File: config.mk
export PLATFORM = sky130hd
export DESIGN_NAME = antialiased_line_rasterizer_top
export DESIGN_NICKNAME = d
export VERILOG_FILES = /design/src/rtl/core/alr_pkg.sv /design/src/rtl/core/alr_div.sv /design/src/rtl/core/alr_obuf.sv /design/src/rtl/core/antialiased_line_rasterizer_top.sv
export SDC_FILE = /design/constraint.sdc
export NUM_CORES = 1
export LEC_CHECK = 0
export ABC_AREA = 1
export BUFFER_PORTS_ARGS = -buffer_cell sky130_fd_sc_hd__buf_2
export CELL_PAD_IN_SITES_DETAIL_PLACEMENT = 1
export CELL_PAD_IN_SITES_GLOBAL_PLACEMENT = 2
export CORE_ASPECT_RATIO = 1.5
export CORE_MARGIN = 2
export CORE_UTILIZATION = 39
export DETAILED_ROUTE_END_ITERATION = 6
export GPL_ROUTABILITY_DRIVEN = 0
export MAX_ROUTING_LAYER = met4
export PLACE_DENSITY_LB_ADDON = 0.15
export SYNTH_ARGS = -nofsm -noshare
export SYNTH_HDL_FRONTEND = slang
export SYNTH_HIERARCHICAL = 1
export SYNTH_SLANG_ARGS = --single-unit
export TNS_END_PERCENT = 30
File: constraint.sdc
create_clock -name clk -period 17.64 [get_ports clk]
set_clock_uncertainty 0.05 [all_clocks]
set_input_delay 1.764 -clock clk [delete_from_list [all_inputs] [get_ports clk]]
set_output_delay 1.764 -clock clk [all_outputs]
set_load 0.01 [all_outputs]
File: src/rtl/core/alr_pkg.sv
`default_nettype none
// ----------------------------------------------------------------------------
// alr_pkg: shared types and constants for the antialiased line rasteriser
// Item structs for the command and pixel channels, line modes, sequencer
// states and the small control structs between the submodules.
// ----------------------------------------------------------------------------
package alr_pkg;

	// fixed field widths
	localparam int COORD_BITS    = 12;
	localparam int COV_BITS      = 8;
	localparam int COLOR_BITS    = 32;
	localparam int FRAC_BITS_DEF = 16;

	localparam logic [COV_BITS-1:0] COV_FULL = '1;

	// command op codes
	localparam logic OP_START   = 1'b0;
	localparam logic OP_ADVANCE = 1'b1;

	typedef logic [COORD_BITS-1:0] coord_t;

	typedef enum logic [2:0] {
		MODE_VERT = 3'd0,
		MODE_HORZ = 3'd1,
		MODE_DIAG = 3'd2,
		MODE_WU_Y = 3'd3,
		MODE_WU_X = 3'd4
	} line_mode_t;

	typedef enum logic {
		ST_IDLE = 1'b0,
		ST_DIV  = 1'b1
	} seq_state_t;

	typedef struct packed {
		logic                  op;
		coord_t                start_x;
		coord_t                start_y;
		coord_t                end_x;
		coord_t                end_y;
		logic [COLOR_BITS-1:0] color;
	} cmd_item_t;

	typedef struct packed {
		coord_t                pixel_x;
		coord_t                pixel_y;
		logic [COV_BITS-1:0]   coverage;
		logic                  blend;
		logic [COLOR_BITS-1:0] pixel_color;
		logic                  segment_done;
	} pix_item_t;

	// write request into the output buffer
	typedef struct packed {
		logic wr;
		logic two;
	} obuf_wr_t;

	// divider status
	typedef struct packed {
		logic busy;
		logic done;
	} div_stat_t;

endpackage
`default_nettype wire

File: src/rtl/core/alr_div.sv
`default_nettype none
// ----------------------------------------------------------------------------
// alr_div: iterative restoring divider for the Wu error increment
// Computes (numer << FRAC_BITS) / denom for numer < denom, one quotient bit
// per cycle through one shared compare-and-subtract unit.
// ----------------------------------------------------------------------------
module alr_div #(
	parameter int FRAC_BITS = alr_pkg::FRAC_BITS_DEF
) (
	input  logic                     clk,
	input  logic                     arst_n,
	input  logic                     start,
	input  alr_pkg::coord_t          numer,
	input  alr_pkg::coord_t          denom,
	output alr_pkg::div_stat_t       status,
	output logic [FRAC_BITS-1:0]     quo
);
	import alr_pkg::*;

	localparam int CNT_W = $clog2(FRAC_BITS + 1);

	coord_t               rem_q;
	coord_t               den_q;
	logic [FRAC_BITS-1:0] quo_q;
	logic [CNT_W-1:0]     cnt_q;
	logic                 busy_q;
	logic                 done_q;

	logic [COORD_BITS:0]  shifted;
	logic [COORD_BITS:0]  diff;
	logic                 ge;

	// shared compare and subtract
	always_comb begin
		shifted = {rem_q, 1'b0};
		diff    = shifted - {1'b0, den_q};
		ge      = shifted >= {1'b0, den_q};
	end

	// control
	always_ff @(posedge clk or negedge arst_n) begin
		if (!arst_n) begin
			busy_q <= 1'b0;
			done_q <= 1'b0;
			cnt_q  <= '0;
		end else if (start) begin
			busy_q <= 1'b1;
			done_q <= 1'b0;
			cnt_q  <= CNT_W'(FRAC_BITS);
		end else if (busy_q) begin
			cnt_q <= cnt_q - 1'b1;
			if (cnt_q == CNT_W'(1)) begin
				busy_q <= 1'b0;
				done_q <= 1'b1;
			end
		end else begin
			done_q <= 1'b0;
		end
	end

	// datapath: remainder stays below the divisor
	always_ff @(posedge clk) begin
		if (start) begin
			rem_q <= numer;
			den_q <= denom;
		end else if (busy_q) begin
			rem_q <= ge ? diff[COORD_BITS-1:0] : shifted[COORD_BITS-1:0];
			quo_q <= {quo_q[FRAC_BITS-2:0], ge};
		end
	end

	assign status.busy = busy_q;
	assign status.done = done_q;
	assign quo         = quo_q;

	// checks
	a_no_restart: assert property (@(posedge clk) disable iff (!arst_n)
		start |-> !busy_q) else $error("divider restarted while busy");
	a_cnt_live: assert property (@(posedge clk) disable iff (!arst_n)
		busy_q |-> cnt_q != '0) else $error("divider busy with zero count");
	a_rem_bound: assert property (@(posedge clk) disable iff (!arst_n)
		busy_q |-> rem_q < den_q) else $error("remainder not below divisor");
	a_done_pulse: assert property (@(posedge clk) disable iff (!arst_n)
		done_q |-> !busy_q && $past(busy_q)) else $error("stray divider done");

endmodule
`default_nettype wire

File: src/rtl/core/alr_obuf.sv
`default_nettype none
// ----------------------------------------------------------------------------
// alr_obuf: pixel output register with one pending slot
// Takes one or two pixel writes in a cycle and hands them out one beat at a
// time, holding the payload while the receiver stalls.
// ----------------------------------------------------------------------------
module alr_obuf (
	input  logic                clk,
	input  logic                arst_n,
	input  alr_pkg::obuf_wr_t   wr,
	input  alr_pkg::pix_item_t  r0,
	input  alr_pkg::pix_item_t  r1,
	output logic                ready,
	output logic                pix_valid,
	input  logic                pix_stall,
	output alr_pkg::pix_item_t  pix
);
	import alr_pkg::*;

	pix_item_t out_q;
	pix_item_t pend_q;
	logic      out_valid_q;
	logic      pend_valid_q;
	logic      slot_free;

	assign slot_free = !out_valid_q || !pix_stall;
	assign ready     = slot_free && !pend_valid_q;

	// valid flags
	always_ff @(posedge clk or negedge arst_n) begin
		if (!arst_n) begin
			out_valid_q  <= 1'b0;
			pend_valid_q <= 1'b0;
		end else if (wr.wr) begin
			out_valid_q  <= 1'b1;
			pend_valid_q <= wr.two;
		end else if (slot_free) begin
			out_valid_q  <= pend_valid_q;
			pend_valid_q <= 1'b0;
		end
	end

	// payload
	always_ff @(posedge clk) begin
		if (wr.wr) begin
			out_q  <= r0;
			pend_q <= r1;
		end else if (slot_free && pend_valid_q) begin
			out_q <= pend_q;
		end
	end

	assign pix_valid = out_valid_q;
	assign pix       = out_q;

	// checks
	a_pend_behind_out: assert property (@(posedge clk) disable iff (!arst_n)
		pend_valid_q |-> out_valid_q) else $error("pending beat without head beat");
	a_wr_when_ready: assert property (@(posedge clk) disable iff (!arst_n)
		wr.wr |-> ready) else $error("write into full output buffer");
	a_pend_moves_up: assert property (@(posedge clk) disable iff (!arst_n)
		pend_valid_q && slot_free |=> out_valid_q && !pend_valid_q)
		else $error("pending beat lost");

endmodule
`default_nettype wire

File: src/rtl/core/antialiased_line_rasterizer_top.sv
`default_nettype none
// ----------------------------------------------------------------------------
// antialiased_line_rasterizer_top: Wu antialiased line pixel-write generator
// ----------------------------------------------------------------------------
// Usage:
//   cmd channel takes one item per beat. A start item (op = start) latches a
//   clipped segment and colour and yields the two endpoint pixels; each
//   advance item yields the next interior step: one full pixel, or two
//   blended pixels in Wu mode. The last pixel of a segment has segment_done.
//   An advance with no running segment yields nothing.
//   pix channel carries one pixel write per beat from an output register;
//   the first pixel of an item is offered the cycle after the item is taken.
//   Throughput: one-pixel steps run at one item per cycle while pix does not stall;
//   a two-pixel item holds off the next while its second pixel waits in the
//   pending slot, set by the single pixel port. A Wu start also runs the shared
//   compare-subtract divider for the error increment, one quotient bit a cycle,
//   and the next item waits until the divider is done. A stall on pix holds the
//   payload; cmd_stall rises as soon as the output register and its pending slot
//   cannot take a whole item. Reset (arst_n low) clears segment state and empties the output.
// ----------------------------------------------------------------------------
module antialiased_line_rasterizer_top #(
	parameter int FRAC_BITS = alr_pkg::FRAC_BITS_DEF
) (
	input  logic               clk,
	input  logic               arst_n,
	input  logic               cmd_valid,
	output logic               cmd_stall,
	input  alr_pkg::cmd_item_t cmd,
	output logic               pix_valid,
	input  logic               pix_stall,
	output alr_pkg::pix_item_t pix
);
	import alr_pkg::*;

	localparam int ACC_W = COORD_BITS + FRAC_BITS;

	// segment state
	seq_state_t             state_q, state_d;
	logic                   active_q;
	line_mode_t             mode_q;
	coord_t                 major_pos_q;
	coord_t                 minor_base_q;
	logic                   step_dir_q;
	logic [ACC_W-1:0]       error_accum_q;
	logic [FRAC_BITS-1:0]   error_step_q;
	coord_t                 steps_left_q;
	logic [COLOR_BITS-1:0]  color_q;

	logic                   obuf_ready;
	logic                   cmd_fire;
	logic                   is_start;
	obuf_wr_t               obuf_wr;
	pix_item_t              r0, r1;

	div_stat_t              div_st;
	logic [FRAC_BITS-1:0]   div_quo;
	logic                   div_start;

	// start decode
	logic                   swap;
	coord_t                 sx0, sy0, sx1, sy1;
	coord_t                 dx, dy;
	logic                   st_dir;
	line_mode_t             st_mode;
	coord_t                 st_major, st_minor, st_major_pos, st_minor_base;
	coord_t                 st_steps;
	logic                   st_active;
	logic                   st_wu;

	always_comb begin
		swap = cmd.start_y > cmd.end_y;
		sx0  = swap ? cmd.end_x   : cmd.start_x;
		sy0  = swap ? cmd.end_y   : cmd.start_y;
		sx1  = swap ? cmd.start_x : cmd.end_x;
		sy1  = swap ? cmd.start_y : cmd.end_y;
		dy     = sy1 - sy0;
		st_dir = sx1 < sx0;
		dx     = st_dir ? (sx0 - sx1) : (sx1 - sx0);
		st_minor = dx;
		if (dx == '0) begin
			st_mode       = MODE_VERT;
			st_major      = dy;
			st_major_pos  = sy0;
			st_minor_base = sx0;
		end else if (dy == '0) begin
			st_mode       = MODE_HORZ;
			st_major      = dx;
			st_major_pos  = st_dir ? sx1 : sx0;
			st_minor_base = sy0;
		end else if (dx == dy) begin
			st_mode       = MODE_DIAG;
			st_major      = dy;
			st_major_pos  = sy0;
			st_minor_base = sx0;
		end else if (dy > dx) begin
			st_mode       = MODE_WU_Y;
			st_major      = dy;
			st_major_pos  = sy0;
			st_minor_base = sx0;
		end else begin
			st_mode       = MODE_WU_X;
			st_major      = dx;
			st_minor      = dy;
			st_major_pos  = sx0;
			st_minor_base = sy0;
		end
		st_steps  = (st_major != '0) ? (st_major - 1'b1) : '0;
		st_active = st_steps != '0;
		st_wu     = (st_mode == MODE_WU_Y) || (st_mode == MODE_WU_X);
	end

	// advance step
	logic                   adv_live;
	coord_t                 sl_n;
	logic                   adv_done;
	logic [ACC_W-1:0]       acc_n;
	coord_t                 off;
	logic [COV_BITS-1:0]    t;
	coord_t                 mp_inc, mp_dec, mp_n, mb_n, p;
	logic                   adv_two;
	pix_item_t              a0, a1;

	always_comb begin
		adv_live = active_q && (steps_left_q != '0);
		sl_n     = steps_left_q - 1'b1;
		adv_done = sl_n == '0;
		acc_n    = error_accum_q + ACC_W'(error_step_q);
		off      = acc_n[ACC_W-1:FRAC_BITS];
		t        = acc_n[FRAC_BITS-1 -: COV_BITS];
		mp_inc   = major_pos_q + 1'b1;
		mp_dec   = major_pos_q - 1'b1;
		mp_n     = mp_inc;
		mb_n     = minor_base_q;
		p        = minor_base_q + off;
		adv_two  = 1'b0;
		a0 = '{pixel_x: minor_base_q, pixel_y: mp_inc, coverage: COV_FULL,
			blend: 1'b0, pixel_color: color_q, segment_done: adv_done};
		a1 = a0;
		case (mode_q)
			MODE_HORZ: begin
				a0.pixel_x = mp_inc;
				a0.pixel_y = minor_base_q;
			end
			MODE_DIAG: begin
				mb_n = step_dir_q ? (minor_base_q - 1'b1) : (minor_base_q + 1'b1);
				a0.pixel_x = mb_n;
			end
			MODE_WU_Y: begin
				adv_two = 1'b1;
				if (step_dir_q) begin
					p = minor_base_q - off;
				end
				a0 = '{pixel_x: p, pixel_y: mp_inc, coverage: COV_FULL - t,
					blend: 1'b1, pixel_color: color_q, segment_done: 1'b0};
				a1 = a0;
				a1.pixel_x      = step_dir_q ? (p - 1'b1) : (p + 1'b1);
				a1.coverage     = t;
				a1.segment_done = adv_done;
			end
			MODE_WU_X: begin
				adv_two = 1'b1;
				mp_n    = step_dir_q ? mp_dec : mp_inc;
				a0 = '{pixel_x: mp_n, pixel_y: p, coverage: COV_FULL - t,
					blend: 1'b1, pixel_color: color_q, segment_done: 1'b0};
				a1 = a0;
				a1.pixel_y      = p + 1'b1;
				a1.coverage     = t;
				a1.segment_done = adv_done;
			end
			default: begin
			end
		endcase
	end

	// results into the output buffer
	assign cmd_fire  = cmd_valid && !cmd_stall;
	assign is_start  = cmd.op == OP_START;
	assign div_start = cmd_fire && is_start && st_wu;

	always_comb begin
		obuf_wr.wr  = cmd_fire && (is_start || adv_live);
		obuf_wr.two = is_start || adv_two;
		if (is_start) begin
			r0 = '{pixel_x: sx0, pixel_y: sy0, coverage: COV_FULL, blend: 1'b0,
				pixel_color: cmd.color, segment_done: 1'b0};
			r1 = '{pixel_x: sx1, pixel_y: sy1, coverage: COV_FULL, blend: 1'b0,
				pixel_color: cmd.color, segment_done: !st_active};
		end else begin
			r0 = a0;
			r1 = a1;
		end
	end

	// sequencer
	always_ff @(posedge clk or negedge arst_n) begin
		if (!arst_n) begin
			state_q <= ST_IDLE;
		end else begin
			state_q <= state_d;
		end
	end

	always_comb begin
		state_d   = state_q;
		cmd_stall = 1'b1;
		case (state_q)
			ST_IDLE: begin
				cmd_stall = !obuf_ready;
				if (div_start) begin
					state_d = ST_DIV;
				end
			end
			ST_DIV: begin
				if (div_st.done) begin
					state_d = ST_IDLE;
				end
			end
			default: begin
				state_d = ST_IDLE;
			end
		endcase
	end

	// segment registers
	always_ff @(posedge clk or negedge arst_n) begin
		if (!arst_n) begin
			active_q      <= 1'b0;
			mode_q        <= MODE_VERT;
			major_pos_q   <= '0;
			minor_base_q  <= '0;
			step_dir_q    <= 1'b0;
			error_accum_q <= '0;
			error_step_q  <= '0;
			steps_left_q  <= '0;
			color_q       <= '0;
		end else if (cmd_fire && is_start) begin
			active_q      <= st_active;
			mode_q        <= st_mode;
			major_pos_q   <= st_major_pos;
			minor_base_q  <= st_minor_base;
			step_dir_q    <= st_dir;
			error_accum_q <= '0;
			error_step_q  <= '0;
			steps_left_q  <= st_steps;
			color_q       <= cmd.color;
		end else if (cmd_fire) begin
			if (adv_live) begin
				active_q     <= !adv_done;
				steps_left_q <= sl_n;
				major_pos_q  <= mp_n;
				minor_base_q <= mb_n;
				if (adv_two) begin
					error_accum_q <= acc_n;
				end
			end else begin
				active_q <= 1'b0;
			end
		end else if (state_q == ST_DIV && div_st.done) begin
			error_step_q <= div_quo;
		end
	end

	alr_div #(
		.FRAC_BITS(FRAC_BITS)
	) u_div (
		.clk    (clk),
		.arst_n (arst_n),
		.start  (div_start),
		.numer  (st_minor),
		.denom  (st_major),
		.status (div_st),
		.quo    (div_quo)
	);

	alr_obuf u_obuf (
		.clk       (clk),
		.arst_n    (arst_n),
		.wr        (obuf_wr),
		.r0        (r0),
		.r1        (r1),
		.ready     (obuf_ready),
		.pix_valid (pix_valid),
		.pix_stall (pix_stall),
		.pix       (pix)
	);

	// checks
	a_div_only_wu: assert property (@(posedge clk) disable iff (!arst_n)
		state_q == ST_DIV |-> (mode_q == MODE_WU_Y || mode_q == MODE_WU_X))
		else $error("divider run for a non-Wu segment");
	a_active_steps: assert property (@(posedge clk) disable iff (!arst_n)
		active_q |-> steps_left_q != '0) else $error("active segment with no steps");
	a_done_in_div: assert property (@(posedge clk) disable iff (!arst_n)
		div_st.done |-> state_q == ST_DIV) else $error("divider finished outside run");
	a_div_busy_stall: assert property (@(posedge clk) disable iff (!arst_n)
		div_st.busy |-> cmd_stall) else $error("command taken during division");

endmodule
`default_nettype wire
==> qor.yml, run 1 <==
yosys:
  synth_cells: 3207
  avgSynthCellArea_um2: 7.14
  synth_fp_nets: 3405
  syn_area_mm2: 0.0229
  yosysWarnings: 6
pwr:
  sw_frac_of_total_pct: 49.9
  power_density_mw_per_mm2: 180
  vdd_ir_drop_max_mv: 0.0995
  p_switching_w: 0.00228
  combPwrFrac_pct: 56.7
  cellLeakagePower_nw: 12.3
  intPower_w: 0.00229
  sequentialPowerShare_pct: 28.3
  p_clk_share_pct: 15.0
critical_path:
  slowest_stage: "nand2_8"
  critPathMaxStageDelay_ns: 0.54
  critPathRequiredTime_ns: 17.92
  crit_path_max_fanout: 64
  cp-end-kind: "register"
  worstSetupStartpointType: "input pin"
  arrival_ns: 9.22
  path_class: "in -> reg"
  cp_common_cell: "nand2_1"
floorplanning:
  die_h_um: 301
  die_width_um: 202
  rows: 108
  coreArea_mm2: 0.0580
  die_area_mm2: 0.0607
  start_util_pct: 39.5
  ios: 153
timing:
  relSlewSlack_pct: 23.4
  worst_pin_slew_ns: 1.15
  grt_setup_unrepaired: "false"
  post-route-period-util_pct: 50.6
  period_minus_slack_ns: 8.93
  finalSetupViolCount: 0
  slew_violations: 0
  tns_ns: 0
  timing.fmax_ghz: 0.112
  hold_violations: 0
global_routing:
  grt_usage_pct: 29.2
  overflow: 0
  grt_pass1_vias: 24000
  grt_max_degree: 94
  antenna_found_initial: 0
  grt_pass1_wl_um: 134000
clock_network:
  clkTransAtPathRegs_ns: 0.06
  cts_hold_buf: 0
  cts_buffer_depth: 3
  cts_buffers: 31
  cts-root-buf: "clkbuf_16"
  post_cts_buffers: 0
  cts-htree-levels: 1
  numClockSinks: 299
  clk_latency_ns: 0.62
  cts_resized: 0
  cts_tree: "built"
final_layout:
  multi_input_area_mm2: 0.0123
  area_growth_pct: 10.6
  antennaDiodeCount: 0
  drive_above_1_share_pct: 11.2
  ff_latch_area_mm2: 0.00834
  n_fill_cell: 7390
  layout_common_cells: "nand2_1 (1029), inv_1 (425), o21ai_0 (238)"
  layout.nets: 3505
  layout_commonest_cell: "nand2_1"
  post-route-util_pct: 43.7
detailed_routing:
  drtAntennaViolNets: 0
  wire_per_inst_um: 20.9
  viasPerCell: 5.45
  vias: 22400
  drtIter0Drc: 1120
  drt_wl_total_um: 85900
  drcViolationCount: 0
  drt_first_pass_iters: 5
placement:
  dpl.hpwl_um: 66400
  numPortBuffers: 152
run:
  maxCapViolCount: 0
outcome:
  status: "completed"
worst_hold_path:
  min_path_type: "reg -> reg"
path summary, 6_finish.rpt:
check,start,endpoint,slack (ns),cells after the start
worst max-delay path,cmd[41],u_obuf/pend_q[0]$_DFFE_PP_,8.71,46
min in group asynchronous,arst_n,error_accum_q[17]$_DFFE_PN0P_,1.10,1
worst min-delay path,u_div/quo[9]$_DFFE_PP_,u_div/quo[10]$_DFFE_PP_,0.41,0
worst min register to register,u_div/quo[9]$_DFFE_PP_,u_div/quo[10]$_DFFE_PP_,0.41,0
max in group asynchronous,arst_n,color_q[19]$_DFFE_PN0P_,15.05,2
worst max register to register,error_step_q[0]$_DFFE_PN0P_,u_obuf/pend_q[64]$_DFFE_PP_,9.99,44
critical path, delay by kind of cell:
family          cells  cell delay [ns]
simple gates       34             5.41
buf+inv             7             0.92
fa+ha+maj           3             0.87
compound gates      2             0.23
routing by layer:
layer	vias up	global-route usage [%]	wire [um]
met5	-	-	0
met4	0	13.8	4550
met3	185	2.65	2870
met2	478	53.8	45000
met1	11000	31.4	33500
li1	10700	-	-
power by group through the flow:
| stage | sequential, W | clock (W) | combinational, W |
|---|---|---|---|
| detailed placement | 0.00131 | 0 | 0.00257 |
| finish | 0.00129 | 0.000685 | 0.00259 |
| global route | 0.00133 | 0.000724 | 0.00289 |
| CTS | 0.00130 | 0.000702 | 0.00259 |
| global placement | 0.00129 | 0 | 0.00250 |
| floorplan | 0.00129 | 0 | 0.00174 |
metrics by stage:
| stage | instances | total power, W | worst slack, ns | area (um2) | hold WS (ns) |
|---|---|---|---|---|---|
| finish | 4102 | 0.00457 | 8.71 | 25300 | 0.406 |
| global placement | 4044 | 0.00379 | 8.33 | 24300 | 0.386 |
| CTS | 4102 | 0.00459 | 8.76 | 25300 | 0.413 |
| detailed placement | 4044 | 0.00388 | 8.13 | 24300 | 0.392 |
| floorplan | 3207 | 0.00302 | 10.29 | 22900 | 0.377 |
| global route | 4102 | 0.00494 | 8.06 | 25300 | 0.419 |
area by class of cell:
| class | count | area share, % |
|---|---|---|
| inverters | 456 | 6.78 |
| clock buffers | 46 | 3.57 |
| well taps | 770 | 3.81 |
| flip-flops and latches | 299 | 33.0 |
| clock inverters | 12 | 0.534 |
| multi-input cells | 2346 | 48.7 |
| repair buffers | 173 | 3.65 |
state kept, by name (all words and copies together), names as in the netlist, 5 cells and up:
name           count
color_q           32
error_accum_q     28
error_step_q      16
major_pos_q       12
minor_base_q      12
steps_left_q      12
u_div/cnt_q        5
u_div/den_q       12
u_div/quo         16
u_div/rem_q       12
u_obuf/pend_q     66
u_obuf/pix        66
No activity file was read; power rests on OpenSTA's default activity.
==> run 2: changes to the inputs <==
CORE_UTILIZATION = 36   (was 39)
clock period = 8.25 ns   (was 17.64 ns; I/O delays follow)
==> run 2 against run 1 <==
Compared with the run above:
- wire length up 9.2%
- clock power up 120%
- global-route usage up 0.15 points
- register-to-register slack worse by 9.2 ns
==> qor.yml, run 2 (synthesis results as in run 1) <==
critical_path:
  arrival_ns: 7.72  # -1.50 ns
  path_class: "reg -> reg"
  worstSetupStartpointType: "register"
  critPathMaxStageDelay_ns: 0.54  # about the same
  reg2regPathDepth: 32  # -27%
  critPathRequiredTime_ns: 8.51  # -9.41 ns
  crit_path_max_fanout: 5  # -92%
  slowest_stage: "o21ai_0"
  cp_common_cell: "nand2_1"
  cp-end-kind: "register"
clock_network:
  cts_buffer_depth: 3  # unchanged
  cts_resized: 0  # unchanged
  cts-root-buf: "clkbuf_16"
  clk_latency_ns: 0.57  # -0.05 ns
  numClockSinks: 299  # unchanged
  post_cts_buffers: 0  # unchanged
  cts-htree-levels: 2  # +1
  cts_hold_buf: 0  # unchanged
  cts_buffers: 34  # +9.7%
  cts_tree: "built"
  clkTransAtPathRegs_ns: 0.06  # about the same
timing:
  grt_setup_unrepaired: "false"
  tns_ns: 0  # unchanged
  worst_pin_slew_ns: 1.10  # -0.0452 ns
  finalSetupViolCount: 0  # unchanged
  timing.fmax_ghz: 0.134
  post-route-period-util_pct: 90.5
  relSlewSlack_pct: 26.6  # +3.2 points
  slew_violations: 0  # unchanged
  whs_ns: 0.248  # -0.158 ns
  hold_violations: 0  # unchanged
  period_minus_slack_ns: 7.47
placement:
  dpl.hpwl_um: 73600  # +11%
  numPortBuffers: 152  # unchanged
floorplanning:
  die_h_um: 313  # +4.0%
  ios: 153  # unchanged
  die_area_mm2: 0.0656  # +8.2%
  die_width_um: 210  # +4.0%
  rows: 113  # +4.6%
  start_util_pct: 36.3  # -3.2 points
  coreArea_mm2: 0.0631  # +8.8%
final_layout:
  area_growth_pct: 11.6
  ff_latch_area_mm2: 0.00834  # unchanged
  layout.nets: 3525  # +0.57%
  n_fill_cell: 7969  # +7.8%
  drive_above_1_share_pct: 11.6  # +0.44 points
  layout_common_cells: "nand2_1 (1029), inv_1 (425), o21ai_0 (238)"
  layout_commonest_cell: "nand2_1"
  multi_input_area_mm2: 0.0123  # about the same
run:
  maxCapViolCount: 0  # unchanged
global_routing:
  grt_pass1_wl_um: 143000  # +6.1%
  overflow: 0  # unchanged
  grt_pass1_vias: 24300  # +1.4%
  grt_max_degree: 89  # -5.3%
  antenna_found_initial: 1  # +1
  grt_usage_pct: 29.3  # +0.15 points
detailed_routing:
  wire_per_inst_um: 22.5  # +7.7%
  drtIter0Drc: 1254  # +12%
  drcViolationCount: 0  # unchanged
  drt_first_pass_iters: 5  # unchanged
  vias: 22600  # +1.0%
  viasPerCell: 5.43  # -0.38%
  drt_wl_total_um: 93800  # +9.2%
  drtAntennaViolNets: 0  # unchanged
pwr:
  vdd_ir_drop_max_mv: 0.151  # +52%
  cellLeakagePower_nw: 12.4  # +0.77%
  power_density_mw_per_mm2: 393  # +120%
  p_total_w: 0.0100  # +120%
worst_hold_path:
  min_path_type: "in -> async"
outcome:
  status: "completed"
run 2: worst paths after layout:
kind / endpoint / startpoint / slack, ns
hold reg to reg: u_div/quo[3]$_DFFE_PP_ / u_div/quo[2]$_DFFE_PP_ / 0.40
setup / recovery: u_obuf/pix[62]$_DFFE_PP_ / error_accum_q[3]$_DFFE_PN0P_ / 0.78
setup reg to reg: u_obuf/pix[62]$_DFFE_PP_ / error_accum_q[3]$_DFFE_PN0P_ / 0.78
max in group asynchronous: error_accum_q[11]$_DFFE_PN0P_ / arst_n / 6.44
hold / removal: error_step_q[12]$_DFFE_PN0P_ / arst_n / 0.25
min in group clk: u_div/quo[3]$_DFFE_PP_ / u_div/quo[2]$_DFFE_PP_ / 0.40
run 2: final cells by class:
class	instances	share of cell area, %
Timing Repair Buffer	190	4.12
Antenna cell	2	0.0196
Clock buffer	50	3.68
Sequential cell	299	32.7
Tap cell	805	3.94
Multi-Input combinational cell	2346	48.3
Clock inverter	12	0.568
Inverter	456	6.72
run 2: critical path: cells and delay by family, from the launching register on:
kind	cells	cell delay, ns
AO/OA/AOI/OAI	14	3.33
buffers and inverters	2	0.22
AND/OR/NAND/NOR	13	2.12
adder cells (fa/ha/maj)	2	0.85
flip-flops	1	0.41
XOR/XNOR	1	0.24
run 2: per-layer routing:
layer | GRT usage, % | part of all wire [%] | up-vias
li1 | - | - | 10800
met1 | 30.0 | 37 | 11100
met2 | 53.6 | 52 | 498
met3 | 2.71 | 2.9 | 242
met4 | 18.6 | 7.3 | 0
met5 | - | 0 | -
run 2: metrics by stage:
step	instances	area [um2]	util, %	setup WS (ns)
final	4160	25500	40.5	0.783
after global routing	4159	25500	40.5	0.215
after CTS	4158	25500	40.5	0.828
after detailed placement	4096	24400	38.8	0.356
after global placement	4096	24400	38.8	0.553
after floorplan	3207	22900	-	1.84
run 2: report_power, final:
part | switching [W] | internal, W | leakage, nW
sequential | 0.000396 | 0.00239 | 3.21
combinational | 0.00402 | 0.00171 | 8.71
clock | 0.000688 | 0.000840 | 0.522
==> run 3: changes to the inputs <==
CORE_UTILIZATION = 32   (was 36)
SKIP_LAST_GASP = 1   (was unset)
SYNTH_HIERARCHICAL = unset   (was 1)
clock period = 6.4 ns   (was 8.25 ns; I/O delays follow)
==> run 3 against run 2 <==
Compared with the run above:
- power increased by 47%
- cell count is 4.9% higher
- highest routed layer unchanged
- sequential cell count unchanged
==> qor.yml, run 3 <==
global_routing:
  grt_max_degree: 118  # +33%
  grt_usage_pct: 25.9  # -3.5 points
  antenna_found_initial: 0  # -1
  grt_pass1_wl_um: 139000  # -2.6%
  grt_pass1_vias: 24000  # -1.1%
  overflow: 0  # unchanged
critical_path:
  crit_path_max_fanout: 3  # -2
  cp_common_cell: "nand2_1"
  worstSetupStartpointType: "register"
  critPathMaxStageDelay_ns: 0.38  # -0.16 ns
  slowest_stage: "fa_2"
  arrival_ns: 6.51  # -1.21 ns
  cp-end-kind: "register"
  critPathRequiredTime_ns: 6.83  # -1.68 ns
  path_class: "reg -> reg"
timing:
  fin_ws_ns: 0.322  # -0.461 ns
  post-route-period-util_pct: 95.0  # +4.5 points
  period_minus_slack_ns: 6.08  # -1.39 ns
  slew_violations: 0  # unchanged
  finalSetupViolCount: 0  # unchanged
  worst_pin_slew_ns: 1.33  # +0.230 ns
  grt_setup_unrepaired: "true"
  hold_violations: 0  # unchanged
  relSlewSlack_pct: 10.6  # -16 points
  timing.fmax_ghz: 0.165  # +23%
pwr:
  sequentialPowerShare_pct: 24.5  # -3.3 points
  sw_frac_of_total_pct: 48.0  # -2.7 points
  cellLeakagePower_nw: 13.2  # +5.8%
  vdd_ir_drop_max_mv: 0.337  # +120%
  combPwrFrac_pct: 62.3  # +5.3 points
  p_switching_w: 0.00708  # +39%
  p_clk_share_pct: 13.3  # -1.9 points
  p_total_w: 0.0147  # +47%
  power_density_mw_per_mm2: 541  # +38%
  intPower_w: 0.00766  # +55%
floorplanning:
  rows: 118  # +4.4%
  coreArea_mm2: 0.0689  # +9.3%
  die_area_mm2: 0.0718  # +9.3%
  ios: 153  # unchanged
  die_width_um: 219  # +4.6%
  start_util_pct: 32.3  # -4.0 points
  die_h_um: 327  # +4.6%
final_layout:
  area_growth_pct: 22.3
  layout_common_cells: "nand2_1 (889), inv_1 (376), buf_4 (273)"
  layout.nets: 3634  # +3.1%
  drive_above_1_share_pct: 19.5  # +7.8 points
  layout_commonest_cell: "nand2_1"
yosys:
  synth_fp_nets: 3280  # -3.7%
  ys_ff_latch: 299
  yosys.area.top_type: "edfxtp_1"
  synthFlopType: "edfxtp_1"
  netlist.area_leader.share_pct: 23.2
  netlist_top_cells_count: "nand2_1 (895), inv_1 (379), o21ai_0 (274)"
  synth_cells: 3082  # -3.9%
  synthArstFlopShare_pct: 42.5
  synth-edff-count: 172
  synthTopCellsByArea: "edfxtp_1 (23%), nand2_1 (15%), dfrtp_1 (14%)"
  avgSynthCellArea_um2: 7.23  # +1.3%
  syn_area_mm2: 0.0223  # -2.7%
  synth_most_common_cell: "nand2_1"
  yosysWarnings: 0  # -6
  ys_seq_area_share_pct: 37.5
  yosys.cell_types.count: 58
placement:
  dp_slack_ns: -0.304  # -0.659 ns
  dpl.hpwl_um: 71500  # -2.9%
  numPortBuffers: 152  # unchanged
worst_hold_path:
  min_path_type: "in -> reg"
detailed_routing:
  drt_first_pass_iters: 5  # unchanged
  wire_per_inst_um: 20.8  # -7.7%
  drcViolationCount: 0  # unchanged
  drt_wl_total_um: 90800  # -3.2%
  viasPerCell: 5.18  # -4.6%
  vias: 22600  # +0.040%
  drtIter0Drc: 1084  # -14%
  drtAntennaViolNets: 0  # unchanged
clock_network:
  cts_buffer_depth: 3  # unchanged
  cts_tree: "built"
  clkTransAtPathRegs_ns: 0.07  # about the same
  numClockSinks: 299  # unchanged
  cts-root-buf: "clkbuf_16"
  cts_buffers: 31  # -8.8%
  clk_latency_ns: 0.63  # +0.06 ns
  cts-htree-levels: 1  # -1
run:
  maxCapViolCount: 0  # unchanged
outcome:
  status: "completed"
run 3: stage by stage:
step	utilization, %	area [um2]	TNS, ns	hold slack [ns]	instances
after floorplan	-	22300	0	0.294	3082
after global placement	37.3	25700	-0.627	0.387	4288
after detailed placement	37.3	25700	-1.99	0.392	4288
after CTS	38.8	26800	-0.0399	0.220	4347
after global routing	39.5	27200	-0.491	0.243	4361
final	39.5	27200	0	0.241	4362
run 3: repair_timing:
| action | in CTS | in global routing |
|---|---|---|
| hold endpoints to repair | 44 | 0 |
| pin swaps | 1 | 28 |
| resized for setup | 10 | 85 |
| cloned | 0 | 1 |
| endpoints found under the setup margin | 6 | 22 |
| buffers inserted | 0 | 13 |
| hold buffers | 1 | 0 |
run 3: worst max-delay path: cells and delay by family, from the launching register on:
family                     cells  cell delay, ns
buffers and inverters          5            0.46
and+or+nand+nor               15            1.55
DFF                            1            0.35
xor gates and xnor gates       1            0.20
AOI/OAI and AO/OA             15            1.87
adders and majority gates      5            1.45
run 3: kinds of logic (layout without fill, tap and decap cells):
logic type / count (synthesis) / after routing / share of synthesized area [%]
and+or+nand+nor: 1497 / 1497 / 28.9
AOI/OAI and AO/OA: 584 / 584 / 14.8
buffers and inverters: 510 / 889 / 9.13
DFF: 299 / 299 / 37.5
adders and majority gates: 113 / 113 / 6.55
xor gates and xnor gates: 73 / 73 / 2.87
muxes: 6 / 6 / 0.287
other: 0 / 1 / 0
run 3: final timing paths:
path | from | endpoint | slack [ns] | cells past startpoint
setup / recovery | error_step_q[0]$_DFFE_PN0P_ | u_obuf.pend_q[65]$_DFFE_PP_ | 0.32 | 41
hold / removal | cmd[23] | color_q[23]$_DFFE_PN0P_ | 0.24 | 3
setup reg to reg | error_step_q[0]$_DFFE_PN0P_ | u_obuf.pend_q[65]$_DFFE_PP_ | 0.32 | 41
hold reg to reg | u_div.quo[11]$_DFFE_PP_ | u_div.quo[12]$_DFFE_PP_ | 0.41 | 0
max in group asynchronous | arst_n | color_q[29]$_DFFE_PN0P_ | 4.75 | 3
min in group asynchronous | arst_n | step_dir_q$_DFFE_PN0P_ | 0.46 | 2
run 3: final cells by class:
| cell class | instances | area, um2 |
|---|---|---|
| antenna | 1 | 2.50 |
| clock buffer | 36 | 795 |
| clock inverter | 22 | 259 |
| fill | 8688 | 41700 |
| inverter | 401 | 1510 |
| multi-input combinational | 2273 | 12300 |
| sequential | 299 | 8340 |
| tap | 900 | 1130 |
| timing repair buffer | 430 | 2920 |
run 3: per-layer routing:
layer	up-vias	share of wire (%)	GRT usage [%]
li1	10900	-	-
met4	0	4.9	11.6
met3	151	2.5	1.56
met1	11100	40	28.4
met5	-	0	-
met2	439	53	47.5
run 3: power groups by stage:
| stage | Combinational (W) | Clock [W] | Sequential (W) |
|---|---|---|---|
| 6_report | 0.00918 | 0.00195 | 0.00361 |
| 5_1_grt | 0.0102 | 0.00207 | 0.00371 |
| 4_1_cts | 0.00872 | 0.00200 | 0.00361 |
| 3_5_place_dp | 0.00862 | 0 | 0.00364 |
| 3_3_place_gp | 0.00841 | 0 | 0.00361 |
| 2_1_floorplan | 0.00487 | 0 | 0.00361 |
